$ cat src/rtl/core/sha1sh_pkg.sv
`timescale 1ns / 1ps

package sha1sh_pkg;

    // widths of the stream fields and internal words
    localparam int ByteW     = 8;
    localparam int WordW     = 32;
    localparam int BlockW    = 512;
    localparam int CountW    = 64;
    localparam int FillW     = 6;
    localparam int IdxW      = 3;
    localparam int RoundW    = 7;
    localparam int ChainN    = 5;

    // fill positions that steer padding
    localparam logic [FillW-1:0] FillLast   = 6'd63;
    localparam logic [FillW-1:0] FillPreLen = 6'd55;

    // padding byte that opens the tail of a message
    localparam logic [ByteW-1:0] PadByte = 8'h80;

    // round phase codes, one for each group of twenty rounds
    typedef enum logic [1:0] {
        PH_CH  = 2'd0,
        PH_P1  = 2'd1,
        PH_MAJ = 2'd2,
        PH_P3  = 2'd3
    } phase_t;

    // source of a byte written into the block buffer
    typedef enum logic [1:0] {
        SRC_DATA = 2'd0,
        SRC_PAD  = 2'd1,
        SRC_ZERO = 2'd2,
        SRC_LEN  = 2'd3
    } byte_src_t;

    // commands from the controller to the datapath
    typedef struct packed {
        logic            put;
        byte_src_t       src;
        logic            count;
        logic [IdxW-1:0] len_idx;
        logic            round;
        logic            round_first;
        phase_t          phase;
        logic            fold;
        logic [IdxW-1:0] word_sel;
        logic            reload;
    } cmd_t;

    // status from the datapath to the controller
    typedef struct packed {
        logic fill_wrap;
        logic fill_pre_len;
    } sts_t;

    // round constant for each phase
    function automatic logic [WordW-1:0] round_k(input phase_t ph);
        logic [WordW-1:0] k;
        unique case (ph)
            PH_CH:   k = 32'h5A827999;
            PH_P1:   k = 32'h6ED9EBA1;
            PH_MAJ:  k = 32'h8F1BBCDC;
            PH_P3:   k = 32'hCA62C1D6;
            default: k = 32'h5A827999;
        endcase
        return k;
    endfunction

    // initial chaining value for each word
    function automatic logic [WordW-1:0] init_word(input logic [IdxW-1:0] idx);
        logic [WordW-1:0] v;
        case (idx)
            3'd0:    v = 32'h67452301;
            3'd1:    v = 32'hEFCDAB89;
            3'd2:    v = 32'h98BADCFE;
            3'd3:    v = 32'h10325476;
            default: v = 32'hC3D2E1F0;
        endcase
        return v;
    endfunction

endpackage

$ cat src/rtl/core/sha1sh_datapath.sv
`timescale 1ns / 1ps

module sha1sh_datapath (
    input  logic                           clk,
    input  logic                           rst_n,
    input  sha1sh_pkg::cmd_t               cmd,
    input  logic [sha1sh_pkg::ByteW-1:0]   data_byte,
    output sha1sh_pkg::sts_t               sts,
    output logic [sha1sh_pkg::WordW-1:0]   digest_word
);
    import sha1sh_pkg::*;

    logic [BlockW-1:0] blk_reg;
    logic [BlockW-1:0] blk_next;
    logic [FillW-1:0]  fill_reg;
    logic [FillW-1:0]  fill_next;
    logic [CountW-1:0] bit_cnt_reg;
    logic [CountW-1:0] bit_cnt_next;
    logic [WordW-1:0]  chain_reg [ChainN];
    logic [WordW-1:0]  chain_next [ChainN];
    logic [WordW-1:0]  a_reg, b_reg, c_reg, d_reg, e_reg;
    logic [WordW-1:0]  a_next, b_next, c_next, d_next, e_next;

    logic [WordW-1:0]  a_in, b_in, c_in, d_in, e_in;
    logic [WordW-1:0]  f_val;
    logic [WordW-1:0]  t_val;
    logic [WordW-1:0]  w_cur;
    logic [WordW-1:0]  w_mix;
    logic [WordW-1:0]  w_new;
    logic [ByteW-1:0]  byte_val;
    logic [ByteW-1:0]  len_byte;

    // message length byte, most significant first
    assign len_byte = bit_cnt_reg[{~cmd.len_idx, 3'b000} +: ByteW];

    // byte written into the block buffer
    always_comb
    begin
        case (cmd.src)
            SRC_DATA: byte_val = data_byte;
            SRC_PAD:  byte_val = PadByte;
            SRC_ZERO: byte_val = '0;
            default:  byte_val = len_byte;
        endcase
    end

    // round inputs: the first round starts from the chaining value
    assign a_in = cmd.round_first ? chain_reg[0] : a_reg;
    assign b_in = cmd.round_first ? chain_reg[1] : b_reg;
    assign c_in = cmd.round_first ? chain_reg[2] : c_reg;
    assign d_in = cmd.round_first ? chain_reg[3] : d_reg;
    assign e_in = cmd.round_first ? chain_reg[4] : e_reg;

    // schedule window: word 0 is the current round word
    assign w_cur = blk_reg[511:480];
    assign w_mix = blk_reg[95:64] ^ blk_reg[255:224] ^ blk_reg[447:416] ^ blk_reg[511:480];
    assign w_new = {w_mix[WordW-2:0], w_mix[WordW-1]};

    // round function
    always_comb
    begin
        unique case (cmd.phase)
            PH_CH:   f_val = (b_in & (c_in ^ d_in)) ^ d_in;
            PH_MAJ:  f_val = (b_in & c_in) | ((b_in | c_in) & d_in);
            default: f_val = b_in ^ c_in ^ d_in;
        endcase
    end

    assign t_val = {a_in[WordW-6:0], a_in[WordW-1:WordW-5]} + f_val + e_in
                 + round_k(cmd.phase) + w_cur;

    // next state of the working variables
    always_comb
    begin
        a_next = a_reg;
        b_next = b_reg;
        c_next = c_reg;
        d_next = d_reg;
        e_next = e_reg;
        if (cmd.round)
        begin
            a_next = t_val;
            b_next = a_in;
            c_next = {b_in[1:0], b_in[WordW-1:2]};
            d_next = c_in;
            e_next = d_in;
        end
    end

    // block buffer, fill and length
    always_comb
    begin
        blk_next     = blk_reg;
        fill_next    = fill_reg;
        bit_cnt_next = bit_cnt_reg;
        if (cmd.put)
        begin
            blk_next  = {blk_reg[BlockW-ByteW-1:0], byte_val};
            fill_next = fill_reg + 1'b1;
        end
        else if (cmd.round)
        begin
            blk_next = {blk_reg[BlockW-WordW-1:0], w_new};
        end
        if (cmd.count)
        begin
            bit_cnt_next = bit_cnt_reg + CountW'(ByteW);
        end
        if (cmd.reload)
        begin
            fill_next    = '0;
            bit_cnt_next = '0;
        end
    end

    // chaining value: fold after the rounds, reload after the digest
    always_comb
    begin
        chain_next = chain_reg;
        if (cmd.fold)
        begin
            chain_next[0] = chain_reg[0] + a_reg;
            chain_next[1] = chain_reg[1] + b_reg;
            chain_next[2] = chain_reg[2] + c_reg;
            chain_next[3] = chain_reg[3] + d_reg;
            chain_next[4] = chain_reg[4] + e_reg;
        end
        else if (cmd.reload)
        begin
            for (int i = 0; i < ChainN; i++)
            begin
                chain_next[i] = init_word(IdxW'(i));
            end
        end
    end

    // control state
    always_ff @(posedge clk or negedge rst_n)
    begin
        if (!rst_n)
        begin
            fill_reg    <= '0;
            bit_cnt_reg <= '0;
            for (int i = 0; i < ChainN; i++)
            begin
                chain_reg[i] <= init_word(IdxW'(i));
            end
        end
        else
        begin
            fill_reg    <= fill_next;
            bit_cnt_reg <= bit_cnt_next;
            chain_reg   <= chain_next;
        end
    end

    // payload registers
    always_ff @(posedge clk)
    begin
        blk_reg <= blk_next;
        a_reg   <= a_next;
        b_reg   <= b_next;
        c_reg   <= c_next;
        d_reg   <= d_next;
        e_reg   <= e_next;
    end

    assign sts.fill_wrap    = (fill_reg == FillLast);
    assign sts.fill_pre_len = (fill_reg == FillPreLen);

    // digest word selection
    always_comb
    begin
        case (cmd.word_sel)
            3'd0:    digest_word = chain_reg[0];
            3'd1:    digest_word = chain_reg[1];
            3'd2:    digest_word = chain_reg[2];
            3'd3:    digest_word = chain_reg[3];
            default: digest_word = chain_reg[4];
        endcase
    end

`ifndef SYNTHESIS
    // buffer never takes a byte and a schedule shift together
    a_put_round_excl: assert property (@(posedge clk) disable iff (!rst_n)
        !(cmd.put && cmd.round))
        else $error("byte write during compression");

    // compression starts only on a full block
    a_first_on_full: assert property (@(posedge clk) disable iff (!rst_n)
        cmd.round_first |-> (fill_reg == '0))
        else $error("compression started on a partial block");

    // length moves only when counted or cleared
    a_len_stable: assert property (@(posedge clk) disable iff (!rst_n)
        (!cmd.count && !cmd.reload) |=> $stable(bit_cnt_reg))
        else $error("bit count changed without a command");
`endif

endmodule

$ cat src/rtl/core/sha1sh_ctrl.sv
`timescale 1ns / 1ps

module sha1sh_ctrl (
    input  logic                          clk,
    input  logic                          rst_n,
    input  logic                          s_tvalid,
    output logic                          s_tready,
    input  logic                          has_byte,
    input  logic                          last,
    output logic                          m_tvalid,
    input  logic                          m_tready,
    output logic                          final_word,
    input  sha1sh_pkg::sts_t              sts,
    output sha1sh_pkg::cmd_t              cmd
);
    import sha1sh_pkg::*;

    localparam logic [RoundW-1:0] RoundLast = 7'd79;
    localparam logic [RoundW-1:0] RoundP1   = 7'd20;
    localparam logic [RoundW-1:0] RoundMaj  = 7'd40;
    localparam logic [RoundW-1:0] RoundP3   = 7'd60;
    localparam logic [IdxW-1:0]   WordLast  = 3'd4;

    typedef enum logic [5:0] {
        ST_IDLE  = 6'b000001,
        ST_ROUND = 6'b000010,
        ST_FOLD  = 6'b000100,
        ST_PAD   = 6'b001000,
        ST_LEN   = 6'b010000,
        ST_EMIT  = 6'b100000
    } state_t;

    state_t            state_reg, state_next;
    state_t            ret_reg, ret_next;
    logic [RoundW-1:0] round_cnt_reg, round_cnt_next;
    logic [IdxW-1:0]   len_idx_reg, len_idx_next;
    logic [IdxW-1:0]   word_idx_reg, word_idx_next;
    logic              first_pad_reg, first_pad_next;

    // sequencer
    always_comb
    begin
        state_next     = state_reg;
        ret_next       = ret_reg;
        round_cnt_next = round_cnt_reg;
        len_idx_next   = len_idx_reg;
        word_idx_next  = word_idx_reg;
        first_pad_next = first_pad_reg;
        s_tready       = 1'b0;
        m_tvalid       = 1'b0;
        cmd            = '0;
        cmd.src        = SRC_DATA;
        cmd.phase      = PH_CH;
        cmd.len_idx    = len_idx_reg;
        cmd.word_sel   = word_idx_reg;

        unique case (state_reg)
            ST_IDLE:
            begin
                s_tready = 1'b1;
                if (s_tvalid)
                begin
                    cmd.put   = has_byte;
                    cmd.count = has_byte;
                    if (last)
                    begin
                        first_pad_next = 1'b1;
                    end
                    if (has_byte && sts.fill_wrap)
                    begin
                        state_next = ST_ROUND;
                        ret_next   = last ? ST_PAD : ST_IDLE;
                    end
                    else if (last)
                    begin
                        state_next = ST_PAD;
                    end
                end
            end
            ST_PAD:
            begin
                cmd.put        = 1'b1;
                cmd.src        = first_pad_reg ? SRC_PAD : SRC_ZERO;
                first_pad_next = 1'b0;
                if (sts.fill_wrap)
                begin
                    state_next = ST_ROUND;
                    ret_next   = ST_PAD;
                end
                else if (sts.fill_pre_len)
                begin
                    state_next   = ST_LEN;
                    len_idx_next = '0;
                end
            end
            ST_LEN:
            begin
                cmd.put      = 1'b1;
                cmd.src      = SRC_LEN;
                len_idx_next = len_idx_reg + 1'b1;
                if (sts.fill_wrap)
                begin
                    state_next = ST_ROUND;
                    ret_next   = ST_EMIT;
                end
            end
            ST_ROUND:
            begin
                cmd.round       = 1'b1;
                cmd.round_first = (round_cnt_reg == '0);
                if (round_cnt_reg < RoundP1)
                begin
                    cmd.phase = PH_CH;
                end
                else if (round_cnt_reg < RoundMaj)
                begin
                    cmd.phase = PH_P1;
                end
                else if (round_cnt_reg < RoundP3)
                begin
                    cmd.phase = PH_MAJ;
                end
                else
                begin
                    cmd.phase = PH_P3;
                end
                round_cnt_next = round_cnt_reg + 1'b1;
                if (round_cnt_reg == RoundLast)
                begin
                    round_cnt_next = '0;
                    state_next     = ST_FOLD;
                end
            end
            ST_FOLD:
            begin
                cmd.fold      = 1'b1;
                word_idx_next = '0;
                state_next    = ret_reg;
            end
            ST_EMIT:
            begin
                m_tvalid = 1'b1;
                if (m_tready)
                begin
                    if (word_idx_reg == WordLast)
                    begin
                        cmd.reload = 1'b1;
                        state_next = ST_IDLE;
                    end
                    else
                    begin
                        word_idx_next = word_idx_reg + 1'b1;
                    end
                end
            end
            default:
            begin
                state_next = ST_IDLE;
            end
        endcase
    end

    assign final_word = (word_idx_reg == WordLast);

    // state registers
    always_ff @(posedge clk or negedge rst_n)
    begin
        if (!rst_n)
        begin
            state_reg     <= ST_IDLE;
            ret_reg       <= ST_IDLE;
            round_cnt_reg <= '0;
            len_idx_reg   <= '0;
            word_idx_reg  <= '0;
            first_pad_reg <= 1'b0;
        end
        else
        begin
            state_reg     <= state_next;
            ret_reg       <= ret_next;
            round_cnt_reg <= round_cnt_next;
            len_idx_reg   <= len_idx_next;
            word_idx_reg  <= word_idx_next;
            first_pad_reg <= first_pad_next;
        end
    end

`ifndef SYNTHESIS
    // input and output sides never open together
    a_side_excl: assert property (@(posedge clk) disable iff (!rst_n)
        s_tready |-> !m_tvalid)
        else $error("input taken while digest pending");

    // round counter stays within the eighty rounds
    a_round_range: assert property (@(posedge clk) disable iff (!rst_n)
        round_cnt_reg <= RoundLast)
        else $error("round counter out of range");

    // the digest appears only straight after a fold
    a_emit_after_fold: assert property (@(posedge clk) disable iff (!rst_n)
        ((state_reg == ST_EMIT) && ($past(state_reg) != ST_EMIT))
            |-> ($past(state_reg) == ST_FOLD))
        else $error("digest without a completed block");

    // word index stays within the digest
    a_word_range: assert property (@(posedge clk) disable iff (!rst_n)
        m_tvalid |-> (word_idx_reg <= WordLast))
        else $error("digest word index out of range");
`endif

endmodule

$ cat src/rtl/core/sha1_stream_hasher.sv
`timescale 1ns / 1ps

// channel | direction | tdata             | tuser          | tlast
// s_*     | in        | [7:0] data_byte   | [0] has_byte   | last
// m_*     | out       | [31:0] digest_word| [2:0] word_idx | final_word
//
// a byte is taken while idle; every 64th byte starts a compression (80 rounds
// through one shared round unit, then the fold) before more input is taken
// a last transfer pads one byte a cycle barring compression, compresses once
// or twice, then holds the five digest words on m_* until each is taken
// input is not taken while compressing, padding or emitting the digest
// rst_n is asynchronous; it reloads the initial chaining value and clears
// the fill and length counters

module sha1_stream_hasher (
    input  logic        clk,
    input  logic        rst_n,
    input  logic        s_tvalid,
    output logic        s_tready,
    input  logic [7:0]  s_tdata,   // [7:0] data_byte
    input  logic        s_tuser,   // [0] has_byte
    input  logic        s_tlast,
    output logic        m_tvalid,
    input  logic        m_tready,
    output logic [31:0] m_tdata,   // [31:0] digest_word
    output logic [2:0]  m_tuser,   // [2:0] word_index
    output logic        m_tlast
);
    import sha1sh_pkg::*;

    cmd_t cmd;
    sts_t sts;

    // sequencer
    sha1sh_ctrl u_ctrl (
        .clk        (clk),
        .rst_n      (rst_n),
        .s_tvalid   (s_tvalid),
        .s_tready   (s_tready),
        .has_byte   (s_tuser),
        .last       (s_tlast),
        .m_tvalid   (m_tvalid),
        .m_tready   (m_tready),
        .final_word (m_tlast),
        .sts        (sts),
        .cmd        (cmd)
    );

    // block buffer, round unit and chaining value
    sha1sh_datapath u_datapath (
        .clk         (clk),
        .rst_n       (rst_n),
        .cmd         (cmd),
        .data_byte   (s_tdata),
        .sts         (sts),
        .digest_word (m_tdata)
    );

    assign m_tuser = cmd.word_sel;

endmodule

$ cat config.mk
export PLATFORM = sky130hd
export DESIGN_NAME = sha1_stream_hasher
export DESIGN_NICKNAME = d
export VERILOG_FILES = /design/src/rtl/core/sha1sh_pkg.sv /design/src/rtl/core/sha1sh_datapath.sv /design/src/rtl/core/sha1sh_ctrl.sv /design/src/rtl/core/sha1_stream_hasher.sv
export SDC_FILE = /design/constraint.sdc
export NUM_CORES = 2
export LEC_CHECK = 0
export ABC_AREA = 1
export BUFFER_PORTS_ARGS = -buffer_cell sky130_fd_sc_hd__clkbuf_2
export CORE_UTILIZATION = 50
export CTS_CLUSTER_SIZE = 20
export DETAILED_ROUTE_END_ITERATION = 7
export PLACE_DENSITY_LB_ADDON = 0.15
export SYNTH_ARGS = -nofsm -noshare
export SYNTH_HDL_FRONTEND = slang
export SYNTH_SLANG_ARGS = --single-unit
$ cat constraint.sdc
create_clock -name clk -period 17.9 [get_ports clk]
set_clock_uncertainty 0.1 [all_clocks]
set_input_delay 1.79 -clock clk [delete_from_list [all_inputs] [get_ports clk]]
set_output_delay 1.79 -clock clk [all_outputs]
set_load 0.005 [all_outputs]
* Word level (Yosys, flattened, before mapping)
Index checks and enable logic that the tools add are counted.
** Word-level totals
- Flip-flop bits (word level) :: 928
- Bits in latches :: 0
- Memory bits (writable) :: 0
- Memory bits (read-only) :: 0
- Output and inout bits :: 38
- Word-level logic and storage cells :: 158
- Memories kept :: 0
** Cells by class
- Add/subtract/negate cells :: 14
- Multipliers :: 0
- Divide/modulo/power cells :: 0
- Magnitude comparators :: 3
- Eq/ne operators :: 31
- Shift-type cells :: 1
- Mux-type cells :: 58
- Bitwise logic cells :: 13
- Reductions and logical operators :: 19
** Operators with widths (count)
- $mux 512 :: 2
- $mux 160 :: 2
- $add 32x32->32 :: 9
- $pmux 32 s4 :: 2
- $xor 32x32->32 :: 7
- $mux 32 :: 5
- $mux 64 :: 2
- $and 32x32->32 :: 3
- $mux 6 :: 15
- $add 64x4->64 const B :: 1
- $or 32x32->32 :: 2
- $pmux 32 s2 :: 1
- $shiftx 64x7->8 :: 1
- $pmux 6 s6 :: 1
- $pmux 8 s3 :: 1
- $eq 6x6->1 const B :: 3
- $pmux 6 s3 :: 1
- $lt 7x6->1 const B :: 2
- $ne 2x2->1 const B :: 7
- $reduce_bool 2->1 :: 7
- $mux 3 :: 4
- $pmux 3 s2 :: 2
- $mux 1 :: 11
- $reduce_and 3->1 :: 3
- other kinds (31) :: 45

* Longest topological paths before layout
- Depth after elaboration :: 14
- Gate-level depth with buffers :: 36
- Gate-level depth less buffers :: 33

* By module
From an unflattened synthesis, not the netlist that was laid out.
** Unflattened totals
- Cells, all modules :: 7931
- Area, all modules :: 60666.9 um2
** Modules (own cells, without submodules)
- sha1sh_datapath :: times used 1, cells an instance 7745, area each 59145.5 um2, sequential area each 25959.9 um2
- sha1sh_ctrl :: times used 1, cells an instance 186, area each 1521.5 um2, sequential area each 578.1 um2

* Worst setup path after synthesis
Ideal clock, no wire load.
- Path kind :: input-to-reg
- From :: input port s_tvalid
- To :: register u_datapath.blk_reg[0], enable pin
- Setup time :: 3.657 ns
- Arrival time :: 10.880 ns
- Required time :: 14.143 ns
- Slack :: 3.263 ns
- Stages on the path :: 6
- Buffers on the path :: 2
- Cell sequence :: nand2_1 -> nor2_4 -> nor2_2 -> buf_2 -> buf_1 -> nand2_1
** Between the ends
- Cells in the longest elaborated chain, start to end :: 3
** RTL lines
- from (decl) :: RTL line sha1_stream_hasher.sv:18 : input logic s_tvalid,
- $mux 1 :: RTL line sha1sh_ctrl.sv:61 : if (s_tvalid)
- $pmux 1 s2 :: RTL line sha1sh_ctrl.sv:57 : unique case (state_reg)
- $reduce_bool 2->1 (no line)
- to (signal assigned) :: RTL line sha1sh_datapath.sv:160 : blk_reg <= blk_next;
- to (decl) :: RTL line sha1sh_datapath.sv:13 : logic [BlockW-1:0] blk_reg;
Every way passes these cells.
A chain may end at the register's enable or synchronous reset.

* Worst setup path after layout
- From :: register u_ctrl.state_reg[0]
- To :: register u_datapath.a_reg[30], data pin
** Between the ends
- Cells in the longest elaborated chain, start to end :: 11
- Elaborated cells on any way between the ends :: 26
- Those cells by class :: add/sub: 4; eq/ne: 4; mux: 8; bitwise: 9; reduce/logical: 1
** RTL lines
- from (decl) :: RTL line sha1sh_ctrl.sv:33 : state_t state_reg, state_next;
- from (signal assigned) :: RTL line sha1sh_ctrl.sv:179 : state_reg <= state_next;
- $eq 6x2->1 * :: RTL line sha1sh_ctrl.sv:57
- $mux 4 * :: RTL line sha1sh_ctrl.sv:57
- $mux 32 * :: RTL line sha1sh_datapath.sv:49 : assign b_in = cmd.round_first ? chain_reg[1] : b_reg;
- via u_datapath.b_in[2] :: RTL line sha1sh_datapath.sv:24 : logic [WordW-1:0] a_in, b_in, c_in, d_in, e_in;
- $or 32x32->32 :: RTL line sha1sh_datapath.sv:64 : PH_MAJ: f_val = (b_in & c_in) | ((b_in | c_in) & d_in);
- $and 32x32->32 :: RTL line sha1sh_datapath.sv:64
- $or 32x32->32 :: RTL line sha1sh_datapath.sv:64
- $pmux 32 s2 * :: RTL line sha1sh_datapath.sv:62 : unique case (cmd.phase)
- $add 32x32->32 * (2 in series) :: RTL line sha1sh_datapath.sv:69 : assign t_val = {a_in[WordW-6:0], a_in[WordW-1:WordW-5]} + f_val + e_in
- $add 32x32->32 * (2 in series) :: RTL line sha1sh_datapath.sv:70 : + round_k(cmd.phase) + w_cur;
- via u_datapath.t_val[30] :: RTL line sha1sh_datapath.sv:26 : logic [WordW-1:0] t_val;
- to (signal assigned) :: RTL line sha1sh_datapath.sv:161 : a_reg <= a_next;
- to (decl) :: RTL line sha1sh_datapath.sv:21 : logic [WordW-1:0] a_reg, b_reg, c_reg, d_reg, e_reg;
The timed path passes the listed nets; every way through them passes the cells marked *. The select of a mux whose other input is x is not followed.

==> metrics.txt <==
status=finished, final reports clean; CTS Root Cell=clkbuf_16; register area share after synthesis=45.4%; vias per inst=5.68; CTS tree=built; sequential power share=31.5%; Starting Density=50.4%; synth top area cells=edfxtp_1, nand2_1, dfrtp_1, ha_1, inv_1; Core Rows=125; grt ovf=0; Leakage=29.2 nW; P_sw=6.78 mW; clk sinks=922; CTS Buf Count=105; Post-Route WL=199000 um; most common cell after layout, fill and taps aside=nand2_1; post-synth top area cell=edfxtp_1; 1st-iter DRT viols=5025; worst-case clock buffer depth=3; hold path start=u_ctrl.ret_reg[0]; Skew-Pair Late Insertion Delay=0.72 ns; DRC viols=0; fraction of layout cells with a size suffix above 1=5.48%; setup TNS=0 ns; Crit Path Max Fanout=109; fin area=63400 um2; Chip Height=344 um; Layout Area Growth over Synthesis=8.56%; largest net degree at the start of global routing=194; R2R depth=29; fin crit share=45.0%; Cell variety after synth=66; syn_nets=7570; number of enable flip-flop cells after synthesis=672; hold_ws=0.390 ns; slowest CP cell=buf_4; min Tclk post-route=8.06 ns; RSZ-0062 raised after global routing=false; first-pass GRT wire length=294000 um; Worst Tran Pin Value=1.15 ns; combinational share of power=53.2%; Final Slew Violations=0; footprint of the multi-input gates=27600 um2; die width=344 um; yosys warns=0; Final Hold Fails=0; Top Ports=52; most frequent cells in the layout=nand2_1, inv_1, edfxtp_1; routed via count=49800; DP Wirelength=150000 um; Buf/Inv on CP=7; internal power=7.70 mW; reg2reg setup slack=9.84 ns; WHS Path Cells=2; Main synth FF type=edfxtp_1; VDD IR max=0.252 mV; CP max stage delay=0.70 ns; post-placement cell area=60000 um2; Seq. cell area=26500 um2; vias in the first global route=47000; Worst R2R End=u_datapath.a_reg[30]; register bit total from synthesis=922; WL per Instance=22.7 um; MaxCap Viol Count=0; Final nets=7532; FILL cells=11100; clock power share=15.3%; CP top delay family=adder cells; Post-synth ARST share=27.1%; ANT nets after route=0; Final Non-Filler Cells=8773; synthesized cell area=58400 um2; final setup fails=0; Die Footprint=118000 um2; PnR Total Power=14.5 mW; CP startpoint kind=register; Syn Inst Count=7193; cell mode on critical path=nand2_1; H-tree levels=3; Mean Syn Cell Area=8.13 um2; gpl congestion=0.998; core footprint=116000 um2; fmax=124 MHz; R2R Path Start=u_ctrl.state_reg[0]; slew margin rel.=22.3%; HP Class=reg -> reg; input/output buffers=51; Synth top area share=34.5%; Critical Path RT=18.27 ns; CP arrival=8.43 ns; max reg flops=512; CTS clk-pin slew, worst paths=0.06 ns; Crit Path Category=reg -> reg; Pre-Repair DR Iteration Count=7; post-cts resize count=0; post-CTS setup buffers=0; hold path endpoint=u_ctrl.ret_reg[0]; Total GRT Usage=33.3%; PD cells=228 nW/um2; sw frac=46.8%; initial antenna violation count=4; CP endpoint kind=register; hold_buf cts=0; placed cells=8572
## layer usage
layer | routed length [um] | global-route usage, % | part of all wire (%) | vias up
li1 | - | - | - | 23700
met1 | 84900 | 45.4 | 43 | 24100
met2 | 89800 | 52.4 | 45 | 1725
met3 | 13900 | 4.74 | 7.0 | 355
met4 | 10600 | 16.3 | 5.3 | 4
met5 | 27 | 0 | 0.014 | -
## power groups by stage
stage	Sequential (mW)	Clock [mW]	Combinational (mW)
floorplan	4.71	0	5.39
global placement	4.58	0	7.55
detailed placement	4.58	0	7.58
CTS	4.55	2.25	7.64
global route	4.65	2.32	8.59
finish	4.57	2.21	7.70
## logic make-up after synthesis
kind of cell             after synthesis  share of synthesized area, %
AO/OA/AOI/OAI                       1251                          12.3
XOR/XNOR                             173                          2.59
adder cells (fa/ha/maj)              363                          8.97
buffers and inverters               1114                          7.45
flip-flops                           922                          45.4
multiplexers                          15                         0.268
AND/OR/NAND/NOR                     3355                          23.1
## worst max-delay path by stage
| stage | from | to | slack, ns | cells after the start |
|---|---|---|---|---|
| after floorplan | s_tvalid | u_datapath.blk_reg[0] | 3.26 | 6 |
| after global placement | u_ctrl.state_reg[0] | u_datapath.a_reg[31] | 10.04 | 33 |
| after detailed placement | u_ctrl.state_reg[0] | u_datapath.a_reg[30] | 9.92 | 29 |
| after CTS | u_ctrl.state_reg[0] | u_datapath.a_reg[30] | 9.88 | 29 |
| after global routing | u_ctrl.state_reg[0] | u_datapath.a_reg[30] | 9.29 | 29 |
| final | u_ctrl.state_reg[0] | u_datapath.a_reg[30] | 9.84 | 29 |
## tightest hold or removal path, stage by stage (launching register included)
cell,delay [ns]
dfstp_2,0.37
nand2_1,0.05
o31ai_1,0.06
## layout make-up
class / count / area share, %
clock buffer: 160 / 4.82
clock inverter: 39 / 0.670
timing repair buffer: 93 / 0.994
sequential: 922 / 41.8
antenna: 2 / 0.00789
inverter: 876 / 5.20
multi-input combinational: 5157 / 43.5
tap: 1524 / 3.01
## synthesized netlist by cell type, types with 4 or more instances
cell type	count
a21boi_0	19
a21o_1	32
a21oi_1	354
a221oi_1	32
a22oi_1	5
a31oi_1	18
buf_1	16
buf_2	92
buf_4	6
buf_6	5
clkbuf_1	119
dfrtp_1	168
dfstp_2	82
edfxtp_1	672
fa_1	93
ha_1	270
inv_1	857
inv_2	17
mux2_2	5
mux2i_1	10
nand2_1	2422
nand3_1	279
nand3b_1	14
nand4_1	83
nor2_1	439
nor2_2	7
nor2_4	4
nor3_1	61
nor4_1	18
o211ai_1	39
o21a_1	56
o21ai_0	456
o21ai_1	72
o21ai_2	9
o21bai_1	42
o22ai_1	76
o31ai_1	12
o32ai_1	5
or2_2	14
xnor2_1	100
xor2_1	73
## through the flow
stage | util, % | worst slack (ns)
after CTS | 54.7 | 9.88
after global placement | 51.7 | 10.04
final | 54.7 | 9.84
after floorplan | - | 3.26
after detailed placement | 51.7 | 9.92
after global routing | 54.7 | 9.29
(Power assumes the default switching activity.)
